## src/rtl/pfh_pkg.sv

```systemverilog
// Package for the path fingerprint hash block: constants, payload words,
// and the command and status words between controller and datapath.
// Depends on nothing; every other file of the block uses it.
package pfh_pkg;

  // Hash constants.
  localparam logic [63:0] OFFSET_PRI  = 64'd14695981039346656037;
  localparam logic [63:0] OFFSET_SEC  = 64'd1099511628211;
  localparam logic [63:0] GOLDEN      = 64'h9e3779b97f4a7c15;
  localparam logic [63:0] PATH_MARKER = 64'h4d4f44554c455f49;

  // Primes split into 32-bit halves for the partial products.
  localparam logic [31:0] PRIME_PRI_LO = 32'h000001b3;
  localparam logic [31:0] PRIME_PRI_HI = 32'h00000100;
  localparam logic [31:0] PRIME_SEC_LO = 32'h27d4eb4f;
  localparam logic [31:0] PRIME_SEC_HI = 32'hc2b2ae3d;

  // Mode codes of an input word.
  localparam logic [1:0] MODE_DATA   = 2'd0;
  localparam logic [1:0] MODE_PART   = 2'd1;
  localparam logic [1:0] MODE_FINISH = 2'd2;
  localparam logic [1:0] MODE_NONE   = 2'd3;

  // Where the byte being mixed comes from.
  typedef enum logic [1:0] {
    SRC_MARKER = 2'd0,
    SRC_INDEX  = 2'd1,
    SRC_DATA   = 2'd2
  } byte_src_t;

  typedef struct packed {
    logic [1:0] mode;
    logic [7:0] data_byte;
  } in_word_t;

  typedef struct packed {
    logic [63:0] primary_hash;
    logic [63:0] secondary_hash;
    logic [31:0] mixed_byte_count;
    logic [31:0] part_count;
    logic [63:0] path_id;
  } out_word_t;

  // Commands from the controller to the datapath.
  typedef struct packed {
    logic      load;      // capture the accepted input word
    logic      mul;       // register the partial products of one byte
    logic      add;       // fold partial products into the accumulators
    byte_src_t src;       // byte source for the multiply step
    logic [2:0] pos;      // byte position within the source word
    logic      part_inc;  // advance the part counter
    logic      fix;       // apply the zero fix to both halves
    logic      mix;       // first combine step
    logic      emit;      // second combine step, load output, clear path
  } cmd_t;

  // Status from the datapath to the controller.
  typedef struct packed {
    logic [1:0] mode;
    logic       part_zero;
    logic       out_free;
  } status_t;

  // Boost-style combine, modulo 2^64.
  function automatic logic [63:0] mix64(input logic [63:0] s, input logic [63:0] v);
    mix64 = s ^ (v + GOLDEN + (s << 6) + (s >> 2));
  endfunction

endpackage

```

## src/rtl/pfh_datapath.sv

```systemverilog
// Datapath of the path fingerprint hash block: accumulators, split 64-bit
// multiplies, counters, finish combine and the output register.
// Depends on pfh_pkg.
module pfh_datapath #(
  parameter int COUNT_WIDTH = 32
) (
  input  logic               clk,
  input  logic               rst,
  input  pfh_pkg::in_word_t  in_word,
  input  pfh_pkg::cmd_t      cmd,
  output pfh_pkg::status_t   status,
  output logic               out_valid,
  input  logic               out_ready,
  output pfh_pkg::out_word_t out_word
);

  localparam int CNT_W = (COUNT_WIDTH < 32) ? COUNT_WIDTH : 32;

  pfh_pkg::in_word_t item;
  logic [63:0]       acc_p, acc_s;
  logic [CNT_W-1:0]  cnt;
  logic [31:0]       part_idx;
  logic [63:0]       pp_p_ll, pp_s_ll;
  logic [31:0]       pp_p_hl, pp_p_lh, pp_s_hl, pp_s_lh;
  logic [63:0]       fix_p, fix_s, mix1;

  logic [63:0] src_word, src_shift, x_p, x_s, gid;
  logic [7:0]  b;
  logic [63:0] ll_p, ll_s;
  logic [31:0] hl_p, lh_p, hl_s, lh_s;

  // Pick the byte to mix and form both multiplicands.
  always_comb begin
    case (cmd.src)
      pfh_pkg::SRC_MARKER: src_word = pfh_pkg::PATH_MARKER;
      pfh_pkg::SRC_INDEX:  src_word = {32'd0, part_idx};
      pfh_pkg::SRC_DATA:   src_word = {56'd0, item.data_byte};
      default:             src_word = 64'd0;
    endcase
    src_shift = src_word >> {cmd.pos, 3'b000};
    b   = src_shift[7:0];
    x_p = acc_p ^ {56'd0, b};
    x_s = acc_s ^ ({56'd0, b} + pfh_pkg::GOLDEN);
  end

  // Partial products of a 64-bit multiply kept modulo 2^64.
  assign ll_p = 64'(x_p[31:0]) * 64'(pfh_pkg::PRIME_PRI_LO);
  assign hl_p = x_p[63:32] * pfh_pkg::PRIME_PRI_LO;
  assign lh_p = x_p[31:0] * pfh_pkg::PRIME_PRI_HI;
  assign ll_s = 64'(x_s[31:0]) * 64'(pfh_pkg::PRIME_SEC_LO);
  assign hl_s = x_s[63:32] * pfh_pkg::PRIME_SEC_LO;
  assign lh_s = x_s[31:0] * pfh_pkg::PRIME_SEC_HI;

  // Final combine of the path.
  always_comb begin
    gid = pfh_pkg::mix64(mix1, {32'd0, part_idx});
    if (gid == 64'd0) begin
      gid = pfh_pkg::PATH_MARKER;
    end
  end

  assign status.mode      = item.mode;
  assign status.part_zero = (part_idx == 32'd0);
  assign status.out_free  = !out_valid || out_ready;

  // Payload registers without reset.
  always_ff @(posedge clk) begin
    if (cmd.load) begin
      item <= in_word;
    end
    if (cmd.mul) begin
      pp_p_ll <= ll_p;
      pp_p_hl <= hl_p;
      pp_p_lh <= lh_p;
      pp_s_ll <= ll_s;
      pp_s_hl <= hl_s;
      pp_s_lh <= lh_s;
    end
    if (cmd.fix) begin
      fix_p <= (acc_p == 64'd0) ? pfh_pkg::OFFSET_PRI : acc_p;
      fix_s <= (acc_s == 64'd0) ? pfh_pkg::OFFSET_SEC : acc_s;
    end
    if (cmd.mix) begin
      mix1 <= pfh_pkg::mix64(fix_p, fix_s);
    end
    if (cmd.emit) begin
      out_word.primary_hash     <= fix_p;
      out_word.secondary_hash   <= fix_s;
      out_word.mixed_byte_count <= 32'(cnt);
      out_word.part_count       <= part_idx;
      out_word.path_id          <= gid;
    end
  end

  // Path state: accumulators and counters, cleared by reset and by emit.
  always_ff @(posedge clk) begin
    if (rst || cmd.emit) begin
      acc_p    <= pfh_pkg::OFFSET_PRI;
      acc_s    <= pfh_pkg::OFFSET_SEC;
      cnt      <= '0;
      part_idx <= 32'd0;
    end else begin
      if (cmd.add) begin
        acc_p <= pp_p_ll + {pp_p_hl + pp_p_lh, 32'd0};
        acc_s <= pp_s_ll + {pp_s_hl + pp_s_lh, 32'd0};
        if (cnt != {CNT_W{1'b1}}) begin
          cnt <= cnt + 1'b1;
        end
      end
      if (cmd.part_inc) begin
        part_idx <= part_idx + 32'd1;
      end
    end
  end

  // Output word valid flag.
  always_ff @(posedge clk) begin
    if (rst) begin
      out_valid <= 1'b0;
    end else if (cmd.emit) begin
      out_valid <= 1'b1;
    end else if (out_ready) begin
      out_valid <= 1'b0;
    end
  end

endmodule
```

## config.mk

```make
export PLATFORM = sky130hd
export DESIGN_NAME = pfh_datapath
export DESIGN_NICKNAME = d
export VERILOG_FILES = /design/src/rtl/pfh_pkg.sv /design/src/rtl/pfh_datapath.sv
export SDC_FILE = /design/constraint.sdc
export NUM_CORES = 2
export LEC_CHECK = 0
export ABC_CLOCK_PERIOD_IN_PS = 29300
export CORE_MARGIN = 1.5
export CORE_UTILIZATION = 35
export CTS_CLUSTER_SIZE = 25
export DETAILED_ROUTE_END_ITERATION = 10
export DONT_BUFFER_PORTS = 1
export GPL_ROUTABILITY_DRIVEN = 0
export SETUP_SLACK_MARGIN = 0.3
export SYNTH_ARGS = -nofsm -noshare
export SYNTH_HDL_FRONTEND = slang
export SYNTH_SLANG_ARGS = --single-unit
```

## constraint.sdc

```tcl
create_clock -name clk -period 29.3 [get_ports clk]
set_input_delay 4.395 -clock clk [delete_from_list [all_inputs] [get_ports clk]]
set_output_delay 4.395 -clock clk [all_outputs]
set_load 0.03 [all_outputs]
```

-- Word level (Yosys, flattened, before mapping)
Cells that the tools add are included.
- flip-flop bits (word level): 874
- input port bits: 25
- output and inout port bits: 261
- word-level logic and storage cells: 60
- $add $sub $neg: 13
- $mul: 5
- equality and inequality tests: 3
- shifts and indexed selects: 1
- muxes and demuxes: 3
- bitwise operators: 4
- reduce and logical (&&, ||, !) cells: 10
- operators with widths (cell ; count):
    logical NOT 64 bit ; 3
    bitwise XOR 64 bit ; 3
    case mux 63 bit (3 select lines) ; 1
    adder 64 x 62 -> 64 bit ; 2
    adder 64 bit ; 2
    adder 32 x 1 -> 32 bit (second input constant) ; 2
    adder 32 bit ; 2
    adder 32 x 64 -> 64 bit (second input constant) ; 1
    adder 41 x 64 -> 64 bit ; 1
    adder 62 x 64 -> 64 bit ; 1
    adder 64 bit (second input constant) ; 1
    adder 8 x 64 -> 64 bit (second input constant) ; 1
    >> shifter 64 x 6 -> 8 bit ; 1
    bitwise XOR 64 x 8 -> 64 bit ; 1
    multiplier 32 x 30 -> 62 bit (second input constant) ; 1
    multiplier 32 x 9 -> 41 bit (second input constant) ; 1
    logical NOT 32 bit ; 1
    multiplier 32 x 30 -> 32 bit (second input constant) ; 1
    multiplier 32 x 31 -> 32 bit (second input constant) ; 1
    multiplier 32 x 9 -> 32 bit (second input constant) ; 1
    inequality test 32 bit (second input constant) ; 1
    equality test 2 x 1 -> 1 bit (second input constant) ; 1
    equality test 2 bit (second input constant) ; 1
    logical NOT 2 bit ; 1
    5 further kinds ; 7

-- Longest topological paths before layout
- word-level depth: 6
- gate-level depth with buffers: 41
- gate-level depth less buffers: 41

-- Least setup slack after synthesis
OpenSTA, ideal clock, no wires.
- kind: input -> register
- start point: input port cmd[7] in the netlist's numbering
- end point: register pp_s_ll[42], data pin
- data arrival time: 13.810 ns
- data required time: 29.035 ns
- setup slack: 15.225 ns
- stages: 35
- path buffers: 0
- cells stage by stage: clkinv_1 -> nor2_1 -> o21ai_0 -> a221oi_1 -> a41oi_1 -> o21ai_0 -> ha_1 -> o21a_1 -> o21ai_0 -> xnor2_1 -> clkinv_1 -> xnor2_1 -> inv_1 -> ha_1 -> fa_1 -> fa_1 -> fa_1 -> fa_1 -> fa_1 -> inv_1 -> fa_1 -> inv_1 -> ha_1 -> and3_1 -> a221oi_1 -> o21ai_0 -> a41o_1 -> o211ai_1 -> o211ai_1 -> and2_1 -> a31o_2 -> a21o_1 -> a21oi_1 -> o21ai_0 -> xor2_1
- longest elaborated chain between the ends: 6
- ends and longest elaborated chain (item ; RTL line ; text):
    start: declaration ; pfh_datapath.sv:10 ; input pfh_pkg::cmd_t cmd,
    equality test 2 bit (tied with other cells) ; pfh_datapath.sv:34 ; case (cmd.src)
    case mux 63 bit (3 select lines) (*) ; pfh_datapath.sv:34 ;
    >> shifter 64 x 6 -> 8 bit (*) ; pfh_datapath.sv:40 ; src_shift = src_word >> {cmd.pos, 3'b000};
    adder 8 x 64 -> 64 bit (*) ; pfh_datapath.sv:43 ; x_s = acc_s ^ ({56'd0, b} + pfh_pkg::GOLDEN);
    bitwise XOR 64 bit (*) ; pfh_datapath.sv:43 ;
    multiplier 32 x 30 -> 62 bit (*) ; pfh_datapath.sv:50 ; assign ll_s = 64'(x_s[31:0]) * 64'(pfh_pkg::PRIME_SEC_LO);
    net ll_s[42] ; pfh_datapath.sv:29 ; logic [63:0] ll_p, ll_s;
    end signal: assignment ; pfh_datapath.sv:75 ; pp_s_ll <= ll_s;
    end: declaration ; pfh_datapath.sv:23 ; logic [63:0] pp_p_ll, pp_s_ll;
Mark *: on every way through the listed nets, which the timed path passes. The rest lies on a longest branch.
A chain may end at the register's enable or synchronous reset.

-- Worst setup path after layout
- start point: input port cmd[7] in the netlist's numbering
- end point: register pp_s_ll[61], data pin
Same word-level chain as after synthesis.

==> impl_metrics.py <==
metrics = {
    "clocking": {
        "cts-htree-levels": 3,
        "cts_tree": "done",
        "cts_setup_buffers": 0,
        "clock_latency_ps": 800,
        "cts-root-buf": "clkbuf_16",
        "cts-resized-gates": 0,
        "cts.sinks": 872,
        "clkTransAtPathRegs_ps": 60,
        "postCtsHoldBufs": 0,
        "clk_path_buf_depth": 3,
        "cts_buffers": 100,
    },
    "drt": {
        "antenna_left": 0,
        "routedWlPerCell_um": 23.13,
        "totalWireLength_mm": 283.9,
        "drt_iter0_markers": 5587,
        "vias": 63110,
        "route.detailed.drc": 0,
        "dr.pass1.iters": 6,
        "viasPerCell": 5.142,
    },
    "layout": {
        "layout.nets": 11150,
        "seq_area_um2": 24250,
        "layout-drive-gt1-share_pct": 3.335,
        "layout_commonest_cell": "inv_1",
        "multi_input_area_um2": 60450,
        "fin_util_pct": 38.23,
        "syn_to_final_growth_pct": 8.543,
        "final_cell_mix": "inv_1, ha_1, fa_1, edfxtp_1, xnor2_1",
        "fill_cells": 25540,
        "instances_no_fill": 12270,
    },
    "floorplan": {
        "die_w_um": 517.2,
        "core_area_um2": 262700,
        "num_rows": 188,
        "ios": 286,
        "initial_core_util_pct": 35.22,
        "die-area_um2": 267500,
        "die_h_um": 517.2,
    },
    "status": {
        "status": "complete, no violations",
    },
    "worst_setup_path": {
        "worstPathArrival_ps": 17100,
        "crit_type": "primary input to flop",
        "cp_common_cell": "fa_1",
        "max_stage_delay_ps": 960,
        "worst_setup_path_end_kind": "flop",
        "r2r_cells": 35,
        "cp_slowest_cell": "o21ai_0",
        "crit_path_max_fanout": 11,
        "start_kind": "primary input",
        "crit_required_ps": 29830,
    },
    "synthesis": {
        "ys_seq_area_share_pct": 26.21,
        "synthXorXnorAreaFrac_pct": 6.453,
        "syn-num-nets": 11120,
        "synth_edf_count": 679,
        "synth_top_family_by_area": "adder cells",
        "synth.avg_cell_area_um2": 10.71,
        "ys_types": 91,
        "ys_warn_count": 0,
        "postSynthRegisterBits": 872,
        "synth_area_um2": 92550,
        "synth-compound-area-share_pct": 8.512,
        "synthSimpleGateAreaFrac_pct": 6.407,
        "synthFlopType": "edfxtp_1",
        "synth_cells": 8641,
        "synthArstFlopShare_pct": 0,
        "synthMuxAreaShare_pct": 1.090,
        "synth_fa_ha_area_share_pct": 42.77,
    },
    "placed_design": {
        "place_inst": 12080,
        "port_buffers": 0,
        "hpwlAfterDp_mm": 238.4,
    },
    "sta": {
        "period_needed_ps": 16560,
        "finalSetupViolations": 0,
        "finClkSkew_ps": 94.76,
        "tightestPinTransition_ps": 1339,
        "hold_viol": 0,
        "final_min_period_over_clock_period_pct": 56.53,
        "setup-tns-final_ps": 0,
        "drv_slew": 0,
        "slew-limit-headroom_pct": 10.71,
        "rsz0062_at_grt": "no",
        "holdWs_ps": 463.0,
        "clock.fmax_mhz": 60.37,
    },
    "global_routing": {
        "antenna_found_initial": 13,
        "grt_remaining_overflow": 0,
        "grt_pass1_vias": 65330,
        "grt_pass1_wl_mm": 418.4,
        "grt_use_total_pct": 21.21,
        "grt_max_degree": 260,
    },
    "hold_path": {
        "min_path_type": "flop to flop",
        "min_path_cells": 2,
    },
    "run": {
        "drv_cap": 0,
    },
}
## critical path: cells and delay by family
| family | cells | cell delay, ps |
|---|---|---|
| xor+xnor | 3 | 970 |
| fa+ha+maj | 10 | 4190 |
| compound gates | 13 | 4820 |
| simple gates | 6 | 1710 |
| buf+inv | 5 | 990 |
## per-layer routing
| layer | share of wire [%] | GRT usage [%] |
|---|---|---|
| met1 | 41 | 27.19 |
| met2 | 46 | 34.06 |
| met5 | 0 | 0 |
| met4 | 5.3 | 9.955 |
| met3 | 8.0 | 4.505 |
## cell type report
class	count	area share (%)
Clock buffer	124	2.653
Sequential cell	872	24.14
Timing Repair Buffer	43	0.3214
Clock inverter	65	0.8968
Antenna cell	4	0.009965
Tap cell	3515	4.378
Multi-Input combinational cell	5665	60.18
Inverter	1986	7.421
## Yosys cell counts, drive strengths merged, types with 8 or more instances
| master | number | share of area (%) |
|---|---|---|
| a2111oi | 9 | 0.085 |
| a211o | 16 | 0.15 |
| a211oi | 49 | 0.41 |
| a21boi | 10 | 0.081 |
| a21o | 202 | 1.6 |
| a21oi | 379 | 2.1 |
| a221oi | 11 | 0.12 |
| a311oi | 8 | 0.076 |
| a31o | 13 | 0.12 |
| a31oi | 82 | 0.57 |
| and2 | 24 | 0.16 |
| and3 | 64 | 0.43 |
| and4 | 9 | 0.085 |
| buf | 23 | 0.12 |
| clkbuf | 95 | 0.39 |
| dfxtp | 193 | 4.2 |
| edfxtp | 679 | 22 |
| fa | 1177 | 25 |
| ha | 1280 | 17 |
| inv | 1982 | 8.0 |
| mux2i | 94 | 1.0 |
| nand2 | 265 | 1.1 |
| nand2b | 74 | 0.50 |
| nand3 | 105 | 0.57 |
| nand3b | 9 | 0.073 |
| nand4 | 52 | 0.35 |
| nor2 | 356 | 1.4 |
| nor2b | 47 | 0.32 |
| nor3 | 82 | 0.44 |
| nor4 | 27 | 0.19 |
| o2111ai | 10 | 0.095 |
| o211ai | 37 | 0.31 |
| o21a | 51 | 0.42 |
| o21ai | 191 | 1.0 |
| o21bai | 56 | 0.45 |
| o31ai | 24 | 0.21 |
| or2 | 26 | 0.18 |
| or3 | 42 | 0.29 |
| or4 | 11 | 0.093 |
| xnor2 | 478 | 4.5 |
| xor2 | 203 | 1.9 |
## flip-flops by register name, summed over array words and instances (netlist names)
register / flops
acc_p: 64
pp_p_hl: 32
pp_s_ll: 61
acc_s: 64
pp_p_ll: 40
item: 8
part_idx: 32
fix_s: 64
pp_s_hl: 32
out_valid: 1
fix_p: 64
out_word: 256
pp_p_lh: 24
status: 2
cnt: 32
mix1: 64
pp_s_lh: 32
## cell families after synthesis
| kind of cell | count (synthesis) |
|---|---|
| muxes | 97 |
| buffers and inverters | 2104 |
| and+or+nand+nor | 1212 |
| DFF | 872 |
| xor gates and xnor gates | 681 |
| AOI/OAI and AO/OA | 1218 |
| adders and majority gates | 2457 |
## metrics by stage
step	worst slack (ps)	instance area, µm²
after detailed placement	12750	96880
after global placement	12800	96880
after floorplan	15220	92550
after CTS	13470	100400
final	12740	100500
after global routing	12340	100400
## worst paths after layout
| check | startpoint | to | slack [ps] |
|---|---|---|---|
| min | pp_p_ll[31] | acc_p[31] | 460 |
| min reg2reg | pp_p_ll[31] | acc_p[31] | 460 |
| max reg2reg | part_idx[1] | pp_s_ll[61] | 16380 |
| max | cmd[7] | pp_s_ll[61] | 12740 |
Power is not shown: default switching activity piles up to over one toggle a cycle in this logic, so the estimate is an artifact.
