### config.mk
export PLATFORM = sky130hd
export DESIGN_NAME = pfh_ctrl
export DESIGN_NICKNAME = d
export VERILOG_FILES = /design/src/rtl/pfh_pkg.sv /design/src/rtl/pfh_ctrl.sv
export SDC_FILE = /design/constraint.sdc
export NUM_CORES = 1
export LEC_CHECK = 0
export BUFFER_PORTS_ARGS = -buffer_cell sky130_fd_sc_hd__buf_4
export CORE_MARGIN = 3
export CORE_UTILIZATION = 55
export DETAILED_ROUTE_END_ITERATION = 16
export PLACE_DENSITY = 0.93
export RECOVER_POWER = 100
export SYNTH_ARGS = -nofsm -noshare
export SYNTH_HDL_FRONTEND = slang
export SYNTH_SLANG_ARGS = --single-unit
### constraint.sdc
create_clock -name clk -period 4.74 [get_ports clk]
set_input_delay 0.474 -clock clk [delete_from_list [all_inputs] [get_ports clk]]
set_output_delay 0.474 -clock clk [all_outputs]
set_load 0.05 [all_outputs]
### src/rtl/pfh_pkg.sv
// Package for the path fingerprint hash block: constants, payload words,
// and the command and status words between controller and datapath.
// Depends on nothing; every other file of the block uses it.
package pfh_pkg;

  // Hash constants.
  localparam logic [63:0] OFFSET_PRI  = 64'd14695981039346656037;
  localparam logic [63:0] OFFSET_SEC  = 64'd1099511628211;
  localparam logic [63:0] GOLDEN      = 64'h9e3779b97f4a7c15;
  localparam logic [63:0] PATH_MARKER = 64'h4d4f44554c455f49;

  // Primes split into 32-bit halves for the partial products.
  localparam logic [31:0] PRIME_PRI_LO = 32'h000001b3;
  localparam logic [31:0] PRIME_PRI_HI = 32'h00000100;
  localparam logic [31:0] PRIME_SEC_LO = 32'h27d4eb4f;
  localparam logic [31:0] PRIME_SEC_HI = 32'hc2b2ae3d;

  // Mode codes of an input word.
  localparam logic [1:0] MODE_DATA   = 2'd0;
  localparam logic [1:0] MODE_PART   = 2'd1;
  localparam logic [1:0] MODE_FINISH = 2'd2;
  localparam logic [1:0] MODE_NONE   = 2'd3;

  // Where the byte being mixed comes from.
  typedef enum logic [1:0] {
    SRC_MARKER = 2'd0,
    SRC_INDEX  = 2'd1,
    SRC_DATA   = 2'd2
  } byte_src_t;

  typedef struct packed {
    logic [1:0] mode;
    logic [7:0] data_byte;
  } in_word_t;

  typedef struct packed {
    logic [63:0] primary_hash;
    logic [63:0] secondary_hash;
    logic [31:0] mixed_byte_count;
    logic [31:0] part_count;
    logic [63:0] path_id;
  } out_word_t;

  // Commands from the controller to the datapath.
  typedef struct packed {
    logic      load;      // capture the accepted input word
    logic      mul;       // register the partial products of one byte
    logic      add;       // fold partial products into the accumulators
    byte_src_t src;       // byte source for the multiply step
    logic [2:0] pos;      // byte position within the source word
    logic      part_inc;  // advance the part counter
    logic      fix;       // apply the zero fix to both halves
    logic      mix;       // first combine step
    logic      emit;      // second combine step, load output, clear path
  } cmd_t;

  // Status from the datapath to the controller.
  typedef struct packed {
    logic [1:0] mode;
    logic       part_zero;
    logic       out_free;
  } status_t;

  // Boost-style combine, modulo 2^64.
  function automatic logic [63:0] mix64(input logic [63:0] s, input logic [63:0] v);
    mix64 = s ^ (v + GOLDEN + (s << 6) + (s >> 2));
  endfunction

endpackage

### src/rtl/pfh_ctrl.sv
// Controller of the path fingerprint hash block: sequences marker, part index
// and data bytes through the datapath and steps the finish.
// Depends on pfh_pkg.
module pfh_ctrl (
  input  logic              clk,
  input  logic              rst,
  input  logic              in_valid,
  input  logic [1:0]        in_mode,
  output logic              in_ready,
  output pfh_pkg::cmd_t     cmd,
  input  pfh_pkg::status_t  status
);

  typedef enum logic [6:0] {
    S_IDLE   = 7'b0000001,
    S_DECIDE = 7'b0000010,
    S_MUL    = 7'b0000100,
    S_ADD    = 7'b0001000,
    S_FIX    = 7'b0010000,
    S_MIX    = 7'b0100000,
    S_EMIT   = 7'b1000000
  } state_t;

  state_t             state, state_next;
  pfh_pkg::byte_src_t src, src_next;
  logic [2:0]         pos, pos_next;
  logic               marker_done, marker_done_next;
  logic [1:0]         mode_sel;
  logic               route_idle;
  logic               route_fix;
  pfh_pkg::byte_src_t route_src;

  // Choose the next piece of work for the current word.
  always_comb begin
    mode_sel = (state == S_IDLE) ? in_mode : status.mode;
    route_idle = 1'b0;
    route_fix  = 1'b0;
    route_src  = pfh_pkg::SRC_DATA;
    if (mode_sel == pfh_pkg::MODE_NONE) begin
      route_idle = 1'b1;
    end else if (!marker_done) begin
      route_src = pfh_pkg::SRC_MARKER;
    end else if (mode_sel == pfh_pkg::MODE_FINISH) begin
      route_fix = 1'b1;
    end else if (mode_sel == pfh_pkg::MODE_PART || status.part_zero) begin
      route_src = pfh_pkg::SRC_INDEX;
    end
  end

  // Next state and commands.
  always_comb begin
    state_next       = state;
    src_next         = src;
    pos_next         = pos;
    marker_done_next = marker_done;
    in_ready         = 1'b0;
    cmd              = '0;
    cmd.src          = src;
    cmd.pos          = pos;
    case (state)
      S_IDLE: begin
        in_ready = 1'b1;
        if (in_valid) begin
          cmd.load = 1'b1;
          pos_next = 3'd0;
          src_next = route_src;
          if (route_idle) begin
            state_next = S_IDLE;
          end else if (route_fix) begin
            state_next = S_FIX;
          end else begin
            state_next = S_MUL;
          end
        end
      end
      S_DECIDE: begin
        pos_next = 3'd0;
        src_next = route_src;
        if (route_idle) begin
          state_next = S_IDLE;
        end else if (route_fix) begin
          state_next = S_FIX;
        end else begin
          state_next = S_MUL;
        end
      end
      S_MUL: begin
        cmd.mul    = 1'b1;
        state_next = S_ADD;
      end
      S_ADD: begin
        cmd.add = 1'b1;
        case (src)
          pfh_pkg::SRC_MARKER: begin
            if (pos == 3'd7) begin
              marker_done_next = 1'b1;
              state_next       = S_DECIDE;
            end else begin
              pos_next   = pos + 3'd1;
              state_next = S_MUL;
            end
          end
          pfh_pkg::SRC_INDEX: begin
            if (pos == 3'd7) begin
              cmd.part_inc = 1'b1;
              if (status.mode == pfh_pkg::MODE_DATA) begin
                src_next   = pfh_pkg::SRC_DATA;
                pos_next   = 3'd0;
                state_next = S_MUL;
              end else begin
                state_next = S_IDLE;
              end
            end else begin
              pos_next   = pos + 3'd1;
              state_next = S_MUL;
            end
          end
          default: begin
            state_next = S_IDLE;
          end
        endcase
      end
      S_FIX: begin
        cmd.fix    = 1'b1;
        state_next = S_MIX;
      end
      S_MIX: begin
        cmd.mix    = 1'b1;
        state_next = S_EMIT;
      end
      S_EMIT: begin
        // Wait here until the output register can take the word.
        if (status.out_free) begin
          cmd.emit         = 1'b1;
          marker_done_next = 1'b0;
          state_next       = S_IDLE;
        end
      end
      default: begin
        state_next = S_IDLE;
      end
    endcase
  end

  // State registers.
  always_ff @(posedge clk) begin
    if (rst) begin
      state       <= S_IDLE;
      src         <= pfh_pkg::SRC_MARKER;
      pos         <= 3'd0;
      marker_done <= 1'b0;
    end else begin
      state       <= state_next;
      src         <= src_next;
      pos         <= pos_next;
      marker_done <= marker_done_next;
    end
  end

endmodule

## Word-level counts from Yosys, hierarchy flattened

Index checks and enable logic that the tools add are counted.

- Reduce and logical (&&, ||, !) cells: 9
- Add/sub/neg operators: 1
- Equality and inequality tests: 21
- Bitwise gates (word level): 0
- Magnitude comparators: 0
- Mux-type cells: 45
- Divide/modulo/power cells: 0
- Multipliers: 0
- Shifts and indexed selects: 0

Operator list:

| cell | count |
|---|---|
| case mux 7 bit (7 select lines) | 1 |
| 2-to-1 mux 7 bit | 4 |
| 2-to-1 mux 1 bit | 19 |
| 2-to-1 mux 2 bit | 9 |
| 2-to-1 mux 3 bit | 6 |
| case mux 7 bit (2 select lines) | 1 |
| AND reduction 5 bit | 2 |
| case mux 3 bit (3 select lines) | 1 |
| inequality test 2 bit (second input constant) | 4 |
| equality test 7 x 1 -> 1 bit (second input constant) | 1 |
| equality test 7 x 2 -> 1 bit (second input constant) | 1 |
| equality test 7 x 3 -> 1 bit (second input constant) | 1 |
| equality test 7 x 4 -> 1 bit (second input constant) | 1 |
| equality test 7 x 5 -> 1 bit (second input constant) | 1 |
| equality test 7 x 6 -> 1 bit (second input constant) | 1 |
| equality test 7 bit (second input constant) | 1 |
| case mux 2 bit (3 select lines) | 1 |
| case mux 3 bit (2 select lines) | 1 |
| 2-to-1 mux 5 bit | 1 |
| equality test 2 x 1 -> 1 bit (second input constant) | 2 |
| equality test 2 bit (second input constant) | 2 |
| logical NOT 2 bit | 2 |
| inequality test 2 x 1 -> 1 bit (second input constant) | 2 |
| inequality test 4 bit (second input constant) | 1 |
| other kinds (10) | 10 |

- Word-level logic and storage cells: 80
- Register bits after elaboration: 13
- Memory bits (writable): 0
- Bits in latches: 0
- Input port bits: 9
- Bits in read-only memories: 0
- Output and inout port bits: 13
- Memories: 0

## Logic depth before layout (Yosys ltp)

Gate-level depths: netlist (run 1).

- Word-level depth: 10
- Depth in mapped cells: 7
- Gate-level depth less buffers: 6

## Worst setup path before layout (run 1)

No wires, ideal clock.

- Path kind: reg2out
- Start point: register state[1]
- End point: output cmd[1] (netlist bit)
- Path buffers: 2
- Cell stages (with the launch flop): 5
- Arrival: 2.804 ns
- Setup slack: 1.462 ns
- Path through: dfxtp_1 > clkbuf_1 > or4_1 > clkbuf_1 > nor4b_1

RTL lines:

| item | RTL line | source |
|---|---|---|
| start: declaration | pfh_ctrl.sv:24 | `state_t state, state_next;` |
| start signal: assignment | pfh_ctrl.sv:153 | `state <= state_next;` |
| end: declaration | pfh_ctrl.sv:10 | `output pfh_pkg::cmd_t cmd,` |

==> results of run 1 <==
per-layer routing:
layer / wire length [µm] / GRT usage, % / part of all wire [%]
met5: 0 / 0 / 0
met4: 38 / 8.52 / 1.8
met3: 219 / 3.56 / 10
met2: 975 / 36.3 / 45
met1: 909 / 29.9 / 42
report_power, final:
part	switching (µW)	internal [µW]	leakage (µW)	total (µW)
logic	66.2	37.8	0.000275	104
clock network	37.6	32.7	0.0000150	70.3
registers	7.32	114	0.000105	121
total	111	185	0.000396	296
critical path: stages, from the launching register on:
cell,delay (ns)
sky130_fd_sc_hd__dfxtp_1,0.37
sky130_fd_sc_hd__or4_1,0.69
sky130_fd_sc_hd__nor4b_1,0.48
sky130_fd_sc_hd__clkbuf_1,0.51
cell usage after synthesis, types with 2 or more instances:
| cell type | n |
|---|---|
| sky130_fd_sc_hd__a22oi_1 | 2 |
| sky130_fd_sc_hd__or4_4 | 2 |
| sky130_fd_sc_hd__a21oi_1 | 4 |
| sky130_fd_sc_hd__inv_1 | 4 |
| sky130_fd_sc_hd__nand2b_1 | 2 |
| sky130_fd_sc_hd__dfxtp_1 | 13 |
| sky130_fd_sc_hd__nor2_1 | 15 |
| sky130_fd_sc_hd__buf_2 | 2 |
| sky130_fd_sc_hd__a211oi_1 | 2 |
| sky130_fd_sc_hd__nor4b_1 | 2 |
| sky130_fd_sc_hd__mux2i_1 | 2 |
| sky130_fd_sc_hd__xnor2_1 | 2 |
| sky130_fd_sc_hd__ha_1 | 2 |
| sky130_fd_sc_hd__nand2_1 | 7 |
| sky130_fd_sc_hd__and3b_1 | 2 |
| sky130_fd_sc_hd__nand3b_1 | 3 |
| sky130_fd_sc_hd__o21ai_0 | 7 |
| sky130_fd_sc_hd__o21a_1 | 2 |
| sky130_fd_sc_hd__nand3_1 | 5 |
| sky130_fd_sc_hd__nor3_1 | 5 |
| sky130_fd_sc_hd__clkbuf_1 | 3 |
state kept, by name, summed over array words and instances, names as in the netlist:
signal	flops
state	7
pos	3
src	2
marker_done	1
through the flow:
step / instances / worst slack, ns
after floorplan: 110 / 1.46
after global placement: 140 / 2.55
after detailed placement: 140 / 2.51
after CTS: 144 / 2.17
after global routing: 144 / 1.83
final: 144 / 1.93
path summary, 6_finish.rpt:
check	start	to	slack (ns)	depth (start not counted)
worst max-delay path	state[0]	cmd[1]	1.93	3
worst min-delay path	rst	marker_done	0.41	2
worst max register to register	state[3]	state[4]	2.42	5
worst min register to register	pos[1]	pos[1]	0.54	2
cell type report:
type | count | area [µm²] | share of cell area [%]
Clock buffer | 4 | 26.3 | 2.67
Tap cell | 15 | 18.8 | 1.91
Multi-Input combinational cell | 87 | 548 | 55.7
Sequential cell | 13 | 260 | 26.4
Timing Repair Buffer | 21 | 116 | 11.8
Inverter | 4 | 15.0 | 1.52
cells by family after synthesis:
group | share of synthesized area, %
adder cells (fa/ha/maj) | 3.98
AO/OA/AOI/OAI | 19.6
AND/OR/NAND/NOR | 34.9
XOR/XNOR | 2.99
multiplexers | 3.56
buffers and inverters | 5.40
flip-flops | 29.6
==> impl_metrics.csv, run 1 <==
group,metric,value,unit
sta,final.hold.worst_slack,0.414,ns
sta,layout_worst_path_cycle_share,59.3,%
layout,final_nets,141,
die,dieArea,0.00212,mm²
synthesis,avgSynthCellArea,8.00,µm²
sta,grt_setup_unrepaired,"false",
global_routing,pin_count_of_the_biggest_net_entering_global_routing,11,
sta,hold_viol_final,0,
global_routing,first_global_vias,787,
setup_path,worst_ep_arrival_time,2.34,ns
clocking,cts.hold.buffers_added,0,
clocking,clock-root-buffer,"sky130_fd_sc_hd__clkbuf_4",
die,top_level_ports,22,
layout,flow.area_growth_from_synthesis,11.9,%
clocking,cts_sinks,13,
synthesis,postSynthRegisterBits,13,
drt,routed_wire_length_per_instance,14.9,µm
synthesis,synthesized_netlist_net_count,121,
status,outcome,"complete, no violations",
place,dp_hpwl,1.63,mm
sta,relSlewSlack,59.2,%
place,place_congestion,0.847,
synthesis,number_of_enable_type_register_cells_in_the_synthesized_netlist,0,
die,fp-row-count,13,
synthesis,synthFlopType,"sky130_fd_sc_hd__dfxtp_1",
drt,detail_route.vias_per_cell,6.19,
clocking,ctsResizeCount,0,
clocking,clkLatencyLatePin,0.28,ns
layout,layout-drive-gt1-share,14.0,%
layout,final_area,985,µm²
sta,timing.final.crit_period,2.81,ns
place,placement.cell_area,0.00102,mm²
layout,final_cell_mix,"sky130_fd_sc_hd__nor2_1 (15), sky130_fd_sc_hd__dfxtp_1 (13), sky130_fd_sc_hd__clkbuf_1 (12)",
synthesis,synth_area_leader_cell,"sky130_fd_sc_hd__dfxtp_1",
synthesis,yosys_warnings,0,
power,power.density,300,mW/mm²
clocking,cts_buffers,3,
setup_path,crit_path_max_fanout,7,
die,floorplan.initialDensity,62.9,%
sta,finalSetupViolations,0,
worst_hold_path,min-delay-path-class,"in2reg",
synthesis,synth.cell_area,880,µm²
setup_path,worstPathRequired,4.27,ns
place,placement.io_buffers,21,
sta,worst_margin_slew,0.608,ns
global_routing,gr-usage-all-layers,22.6,%
clocking,cts.htree.levels,1,
layout,layout_commonest_cell,"sky130_fd_sc_hd__nor2_1",
clocking,cts-root-to-sink-buffers,2,
global_routing,grt.overflow.total,0,
sta,timing.final.max_slew_violations,0,
synthesis,synth_largest_type_area_fraction,29.6,%
setup_path,startpoint_type,"flop",
sta,fin_setup_tns,0,ns
layout,final_layout_fill_cell_count,131,
setup_path,worst-setup-path-type,"reg2out",
drt,via_count,892,
sta,final.setup_skew,0.000791,ns
synthesis,async_reset_ff_share,0,%
synthesis,synthCells,110,
drt,drt.antenna.violating_nets,0,
layout,finish.utilization,70.4,%
drt,routed_wirelength,2.14,mm
clocking,cts.clk_slew.worst_paths,0.08,ns
global_routing,grt_pass1_wl,3.44,mm
synthesis,part_of_the_yosys_area_used_for_sequential_elements,29.6,%
setup_path,cp-end-kind,"output port",
drt,drt_pre_antenna_iters,5,
synthesis,synthDistinctLibCells,43,
flow_run,drv.max_cap_violation_count,0,
die,chipHeight,46.0,µm
drt,drt-initial-drc-count,74,
power,ir_drop,0.214,mV
power,post-layout-total-power,296,µW
clocking,cts_setup_buffers,0,
synthesis,synth_top_cells_by_area,"sky130_fd_sc_hd__dfxtp_1 (30%), sky130_fd_sc_hd__nor2_1 (6.4%), sky130_fd_sc_hd__o21ai_0 (4.0%)",
global_routing,antenna_violations_before_repair,0,
clocking,cts_tree,"built",
layout,diodes,0,
die,core_area,0.00140,mm²
drt,route.detailed.drc,0,
sta,maximum_operating_frequency,0.356,GHz
power,static-leakage-power,0.000396,µW
die,x_dimension_of_the_die,46.0,µm
Power figures use the tool's default switching activity.
==> inputs of run 2 (changes only) <==
--- a/config.mk
+++ b/config.mk
@@ -5,11 +5,12 @@
 export SDC_FILE = /design/constraint.sdc
 export NUM_CORES = 1
 export LEC_CHECK = 0
+export ABC_AREA = 1
 export BUFFER_PORTS_ARGS = -buffer_cell sky130_fd_sc_hd__buf_4
 export CORE_MARGIN = 3
-export CORE_UTILIZATION = 55
+export CORE_UTILIZATION = 52
 export DETAILED_ROUTE_END_ITERATION = 16
-export PLACE_DENSITY = 0.93
+export PLACE_DENSITY = 0.88
 export RECOVER_POWER = 100
 export SYNTH_ARGS = -nofsm -noshare
 export SYNTH_HDL_FRONTEND = slang
==> constraint.sdc (replaced) <==
create_clock -name clk -period 2.6 [get_ports clk]
set_input_delay 0.26 -clock clk [delete_from_list [all_inputs] [get_ports clk]]
set_output_delay 0.26 -clock clk [all_outputs]
set_load 0.05 [all_outputs]
==> run 2 against run 1 <==
Area after synthesis increased by 8.5%. Clock-buffer cell count unchanged. Global-route usage is 1.7 points lower. Worst setup slack lost 1.4 ns. Core utilization down 2.6 points. Power rose to 3.1 times the previous value. First-iteration DRC count is 5.4% lower. Non-clock buffer count is the same. Wire length rose by 7.1%. Combinational power grew to 5.4 times the previous value. Critical path depth increased by 3. Largest power group is now combinational cells. Highest routed layer unchanged.
==> impl_metrics.csv, run 2 <==
group,metric,value,unit
drt,routed_wire_length_per_instance,12.1,µm
drt,detail_route.vias_per_cell,5.32,
clocking,cts-root-to-sink-buffers,2,
die,core_area,0.00161,mm²
flow_run,drv.max_cap_violation_count,0,
synthesis,synthCells,141,
sta,timing.final.crit_period,2.05,ns
setup_path,startpoint_type,"flop",
global_routing,grt.overflow.total,0,
die,top_level_ports,22,
die,x_dimension_of_the_die,48.8,µm
layout,layout_commonest_cell,"sky130_fd_sc_hd__nand2_1",
drt,via_count,1006,
synthesis,part_of_the_yosys_area_used_for_sequential_elements,27.3,%
die,fp-row-count,14,
clocking,cts_tree,"built",
setup_path,worst_ep_arrival_time,1.79,ns
sta,worst_margin_slew,0.605,ns
sta,finalSetupViolations,0,
layout,biggest_register,"state",
global_routing,pin_count_of_the_biggest_net_entering_global_routing,10,
synthesis,synthFlopType,"sky130_fd_sc_hd__dfxtp_1",
layout,top_regs,"state (7), pos (3), src (2)",
synthesis,synth.cell_area,955,µm²
synthesis,synthesized_netlist_net_count,152,
layout,diodes,0,
place,placement.io_buffers,21,
global_routing,antenna_violations_before_repair,0,
clocking,ctsResizeCount,0,
drt,drt-initial-drc-count,70,
layout,layout-drive-gt1-share,20.6,%
clocking,cts_setup_buffers,0,
layout,flow.area_growth_from_synthesis,14.4,%
setup_path,cp-end-kind,"output port",
place,placement.cell_area,0.00114,mm²
layout,final_layout_fill_cell_count,155,
global_routing,first_global_vias,895,
layout,largest_register_ff_count,7,
worst_hold_path,min-delay-path-class,"in2reg",
sta,hold_viol_final,0,
clocking,cts_sinks,13,
drt,drt_pre_antenna_iters,4,
setup_path,worst-setup-path-type,"reg2out",
synthesis,yosys_warnings,0,
drt,routed_wirelength,2.30,mm
clocking,cts.htree.levels,1,
setup_path,worstPathRequired,2.34,ns
synthesis,post_synth_most_frequent_cells,"sky130_fd_sc_hd__nand2_1 (28), sky130_fd_sc_hd__inv_1 (22), sky130_fd_sc_hd__nor2_1 (16), sky130_fd_sc_hd__nand3_1 (14), sky130_fd_sc_hd__dfxtp_1 (13)",
synthesis,synthDistinctLibCells,25,
layout,final_cell_mix,"sky130_fd_sc_hd__nand2_1 (30), sky130_fd_sc_hd__inv_1 (22), sky130_fd_sc_hd__nor2_1 (18)",
sta,grt_setup_unrepaired,"false",
synthesis,synth_top_cells_by_area,"sky130_fd_sc_hd__dfxtp_1 (27%), sky130_fd_sc_hd__nand2_1 (11%), sky130_fd_sc_hd__inv_1 (8.7%)",
global_routing,gr-usage-all-layers,20.9,%
status,outcome,"complete, no violations",
sta,final.setup_skew,0.00682,ns
setup_path,crit_path_max_fanout,4,
global_routing,grt_pass1_wl,3.90,mm
sta,fin_setup_tns,0,ns
drt,drt.antenna.violating_nets,0,
layout,final_area,0.00109,mm²
die,dieArea,0.00239,mm²
sta,relSlewSlack,59.8,%
sta,timing.final.max_slew_violations,0,
power,static-leakage-power,0.000511,µW
synthesis,synth_area_leader_cell,"sky130_fd_sc_hd__dfxtp_1",
synthesis,async_reset_ff_share,0,%
die,chipHeight,48.8,µm
synthesis,avgSynthCellArea,6.77,µm²
synthesis,number_of_enable_type_register_cells_in_the_synthesized_netlist,0,
clocking,cts.clk_slew.worst_paths,0.08,ns
clocking,cts.hold.buffers_added,0,
sta,layout_worst_path_cycle_share,78.8,%
clocking,cts_buffers,3,
place,dp_hpwl,1.78,mm
power,power.density,850,mW/mm²
synthesis,synth_largest_type_area_fraction,27.3,%
clocking,clock-root-buffer,"sky130_fd_sc_hd__clkbuf_4",
sta,maximum_operating_frequency,0.488,GHz
power,ir_drop,0.572,mV
layout,final_nets,177,
place,place_congestion,0.925,
clocking,clkLatencyLatePin,0.29,ns
synthesis,most_instantiated_library_cell_after_synthesis,"sky130_fd_sc_hd__nand2_1",
synthesis,postSynthRegisterBits,13,
drt,route.detailed.drc,0,
die,floorplan.initialDensity,59.2,%
## run 2: worst paths after layout
| kind | slack [ns] | cells after the start | to | start |
|---|---|---|---|---|
| worst min-delay path | 0.21 | 2 | src[0] | rst |
| worst max register to register | 0.73 | 9 | src[0] | state[6] |
| worst min register to register | 0.49 | 2 | pos[2] | pos[2] |
| worst max-delay path | 0.55 | 6 | cmd[0] | state[2] |
## run 2: stage by stage
stage	hold WS [ns]	setup slack (ns)	util, %	cells	total power, µW
final	0.210	0.551	67.8	189	928
after global routing	0.219	0.436	67.8	189	1000
after CTS	0.212	0.772	72.3	189	965
after detailed placement	0.475	1.07	70.7	185	829
after global placement	0.466	1.12	70.7	185	812
after floorplan	0.464	0.136	-	141	705
## run 2: cell type report
class                   count  area (µm²)  share of cell area, %
repair buffers             21         120                   11.0
well taps                  24        30.0                   2.75
multi-input cells         102         558                   51.1
inverters                  25        97.6                   8.93
flip-flops and latches     13         260                   23.8
clock buffers               4        26.3                   2.41
## run 2: critical path, cell delays in order, from the launching register on
cell                       delay, ns
sky130_fd_sc_hd__dfxtp_1        0.34
sky130_fd_sc_hd__nor2_1         0.21
sky130_fd_sc_hd__nand2_1        0.13
sky130_fd_sc_hd__inv_1          0.10
sky130_fd_sc_hd__nand3_1        0.12
sky130_fd_sc_hd__nor2_1         0.12
sky130_fd_sc_hd__clkbuf_1       0.48
## run 2: where the power goes
| part | leakage, µW | internal, µW | switching, µW |
|---|---|---|---|
| clock | 0.0000150 | 59.7 | 72.8 |
| sequential | 0.000105 | 220 | 19.5 |
| combinational | 0.000391 | 169 | 388 |
| total | 0.000511 | 448 | 481 |
## run 2: layer usage
metal	GRT usage (%)	part of all wire, %
met5	0	0
met4	9.95	2.7
met3	3.67	7.1
met2	36.9	50
met1	24.2	40
## run 2: cells by family after synthesis
| logic type | share of synthesized area, % |
|---|---|
| compound gates | 9.30 |
| xor+xnor | 0.918 |
| fa+ha+maj | 2.62 |
| buf+inv | 10.7 |
| flops | 27.3 |
| simple gates | 49.1 |
==> inputs of run 3 (changes only) <==
==> constraint.sdc (replaced) <==
create_clock -name clk -period 2.05 [get_ports clk]
set_input_delay 0.205 -clock clk [delete_from_list [all_inputs] [get_ports clk]]
set_output_delay 0.205 -clock clk [all_outputs]
set_load 0.05 [all_outputs]
==> run 3 against run 2 <==
Sequential cell count unchanged. Global-route usage up 0.58 points. Die area unchanged. Sequential share of layout area down 0.64 points. Core utilization up 1.9 points. First-iteration DRC count down 67%. Final cell count unchanged. Combinational power up 30%. Register-to-register slack worse by 0.42 ns. Power up 28%. Worst setup slack worse by 0.31 ns. Clock skew up 0.0011 ns. Highest routed layer unchanged. Largest cell class unchanged.
==> impl_metrics.csv, run 3 (synthesized netlist as in run 2, its figures left out) <==
group,metric,value,unit
die,dieArea,0.00239,mm²
clocking,clkLatencyLatePin,0.29,ns
sta,worst_margin_slew,0.602,ns
sta,relSlewSlack,60.1,%
clocking,cts.htree.levels,1,
sta,hold_viol_final,0,
layout,diodes,0,
global_routing,gr-usage-all-layers,21.5,%
sta,final.setup_skew,0.00789,ns
drt,routed_wire_length_per_instance,11.9,µm
global_routing,grt_pass1_wl,3.93,mm
worst_hold_path,timing.hold.worst.start,"rst",
layout,flow.area_growth_from_synthesis,17.6,%
power,p_sw_share,51.5,%
layout,layout-drive-gt1-share,25.5,%
power,power.combinational.fraction,60.5,%
drt,route.layer.met1.wl,960,µm
clocking,cts_buffers,3,
setup_path,crit-reg2reg-launch,"state[6]",
place,dp_hpwl,1.79,mm
die,floorplan.initialDensity,59.2,%
setup_path,crit_path_max_fanout,7,
worst_hold_path,min-delay-path-class,"in2reg",
setup_path,worst-setup-path-type,"reg2out",
global_routing,first_global_vias,915,
sta,timing.final.crit_period,1.81,ns
sta,layout_worst_path_cycle_share,88.5,%
drt,drt_pre_antenna_iters,4,
layout,layout_commonest_cell,"sky130_fd_sc_hd__nand2_1",
clocking,ctsResizeCount,0,
layout,biggest_register,"state",
layout,top_regs,"state (7), pos (3), src (2)",
setup_path,worstPathRequired,1.85,ns
sta,maximum_operating_frequency,0.551,GHz
sta,final.hold.worst_slack,0.153,ns
clocking,cts_setup_buffers,0,
layout,final_layout_fill_cell_count,150,
sta,fin_setup_tns,0,ns
clocking,cts_sinks,13,
layout,largest_register_ff_count,7,
clocking,cts_tree,"built",
place,placement.io_buffers,21,
die,x_dimension_of_the_die,48.8,µm
clocking,cts.hold.buffers_added,0,
die,core_area,0.00161,mm²
sta,finalSetupViolations,0,
drt,drt.antenna.violating_nets,0,
power,ir_drop,0.648,mV
die,chipHeight,48.8,µm
setup_path,worst_ep_arrival_time,1.61,ns
flow_run,drv.max_cap_violation_count,0,
setup_path,cp-end-kind,"output port",
drt,top_layer_used,"met4",
drt,route.detailed.drc,0,
sta,timing.final.max_slew_violations,0,
setup_path,startpoint_type,"flop",
sta,grt_setup_unrepaired,"false",
setup_path,worst-r2r-setup-slack,0.31,ns
setup_path,timing.critical_path.from,"state[0]",
clocking,cts.clk_slew.worst_paths,0.08,ns
place,place_congestion,0.892,
global_routing,antenna_violations_before_repair,0,
global_routing,pin_count_of_the_biggest_net_entering_global_routing,10,
power,p_seq_share,25.6,%
die,top_level_ports,22,
die,fp-row-count,14,
global_routing,grt.overflow.total,0,
layout,final_cell_mix,"sky130_fd_sc_hd__nand2_1 (29), sky130_fd_sc_hd__inv_1 (22), sky130_fd_sc_hd__nor2_1 (17)",
clocking,cts-root-to-sink-buffers,2,
power,clock_power_share,13.9,%
power,power.density,1060,mW/mm²
drt,met2_wirelength,1.08,mm
power,static-leakage-power,0.000531,µW
power,power.internal,578,µW
drt,via_count,978,
clocking,clock-root-buffer,"sky130_fd_sc_hd__clkbuf_4",
layout,final_nets,177,
drt,drt-initial-drc-count,23,
status,outcome,"complete, no violations",
drt,routed_wirelength,2.25,mm
drt,met3RoutedLength,152,µm
power,switching_power_of_the_nets,615,µW
drt,detail_route.vias_per_cell,5.17,
==> run 3: changes by cell type in the layout (fill, tap and decap cells not counted), sizes merged <==
cell,delta
clkinvlp,-1
inv,+1
==> run 3: final cells by class <==
type | instances | area (µm²) | share of cell area, %
clock buffers | 4 | 26.3 | 2.34
inverters | 25 | 98.8 | 8.81
multi-input cells | 102 | 582 | 51.8
flip-flops and latches | 13 | 260 | 23.2
well taps | 24 | 30.0 | 2.68
repair buffers | 21 | 125 | 11.1
==> run 3: per-layer routing <==
metal / global-route usage (%) / vias up
li1: - / 496
met1: 25.3 / 424
met2: 36.7 / 48
met3: 4.59 / 10
met4: 10.4 / 0
met5: 0 / -
==> run 3: final timing paths <==
| path | endpoint | cells after the start |
|---|---|---|
| worst max-delay path | cmd[3] | 6 |
| worst min-delay path | src[0] | 2 |
| worst max register to register | state[2] | 10 |
| worst min register to register | pos[1] | 2 |
==> run 3: power groups by stage <==
stage | registers [µW] | clock network (µW) | logic (µW)
6_report | 305 | 166 | 722
5_1_grt | 308 | 187 | 797
4_1_cts | 303 | 169 | 742
3_5_place_dp | 309 | 0 | 738
3_3_place_gp | 309 | 0 | 722
2_1_floorplan | 327 | 0 | 568
==> run 3: critical path, stage by stage, from the launching register on <==
cell	delay, ns
sky130_fd_sc_hd__dfxtp_1	0.34
sky130_fd_sc_hd__nor2_1	0.19
sky130_fd_sc_hd__nand2_1	0.16
sky130_fd_sc_hd__nor2_8	0.17
sky130_fd_sc_hd__inv_4	0.07
sky130_fd_sc_hd__nor3_2	0.09
sky130_fd_sc_hd__clkbuf_2	0.30
==> run 3: through the flow <==
stage / utilization [%] / cells / setup slack, ns / total power [µW] / instance area [µm²]
6_report: 69.6 / 189 / 0.237 / 1190 / 1120
5_1_grt: 69.6 / 189 / 0.138 / 1290 / 1120
4_1_cts: 72.9 / 189 / 0.301 / 1210 / 1170
3_5_place_dp: 71.3 / 185 / 0.554 / 1050 / 1150
3_3_place_gp: 71.3 / 185 / 0.612 / 1030 / 1150
2_1_floorplan: - / 141 / 0.0561 / 896 / 965
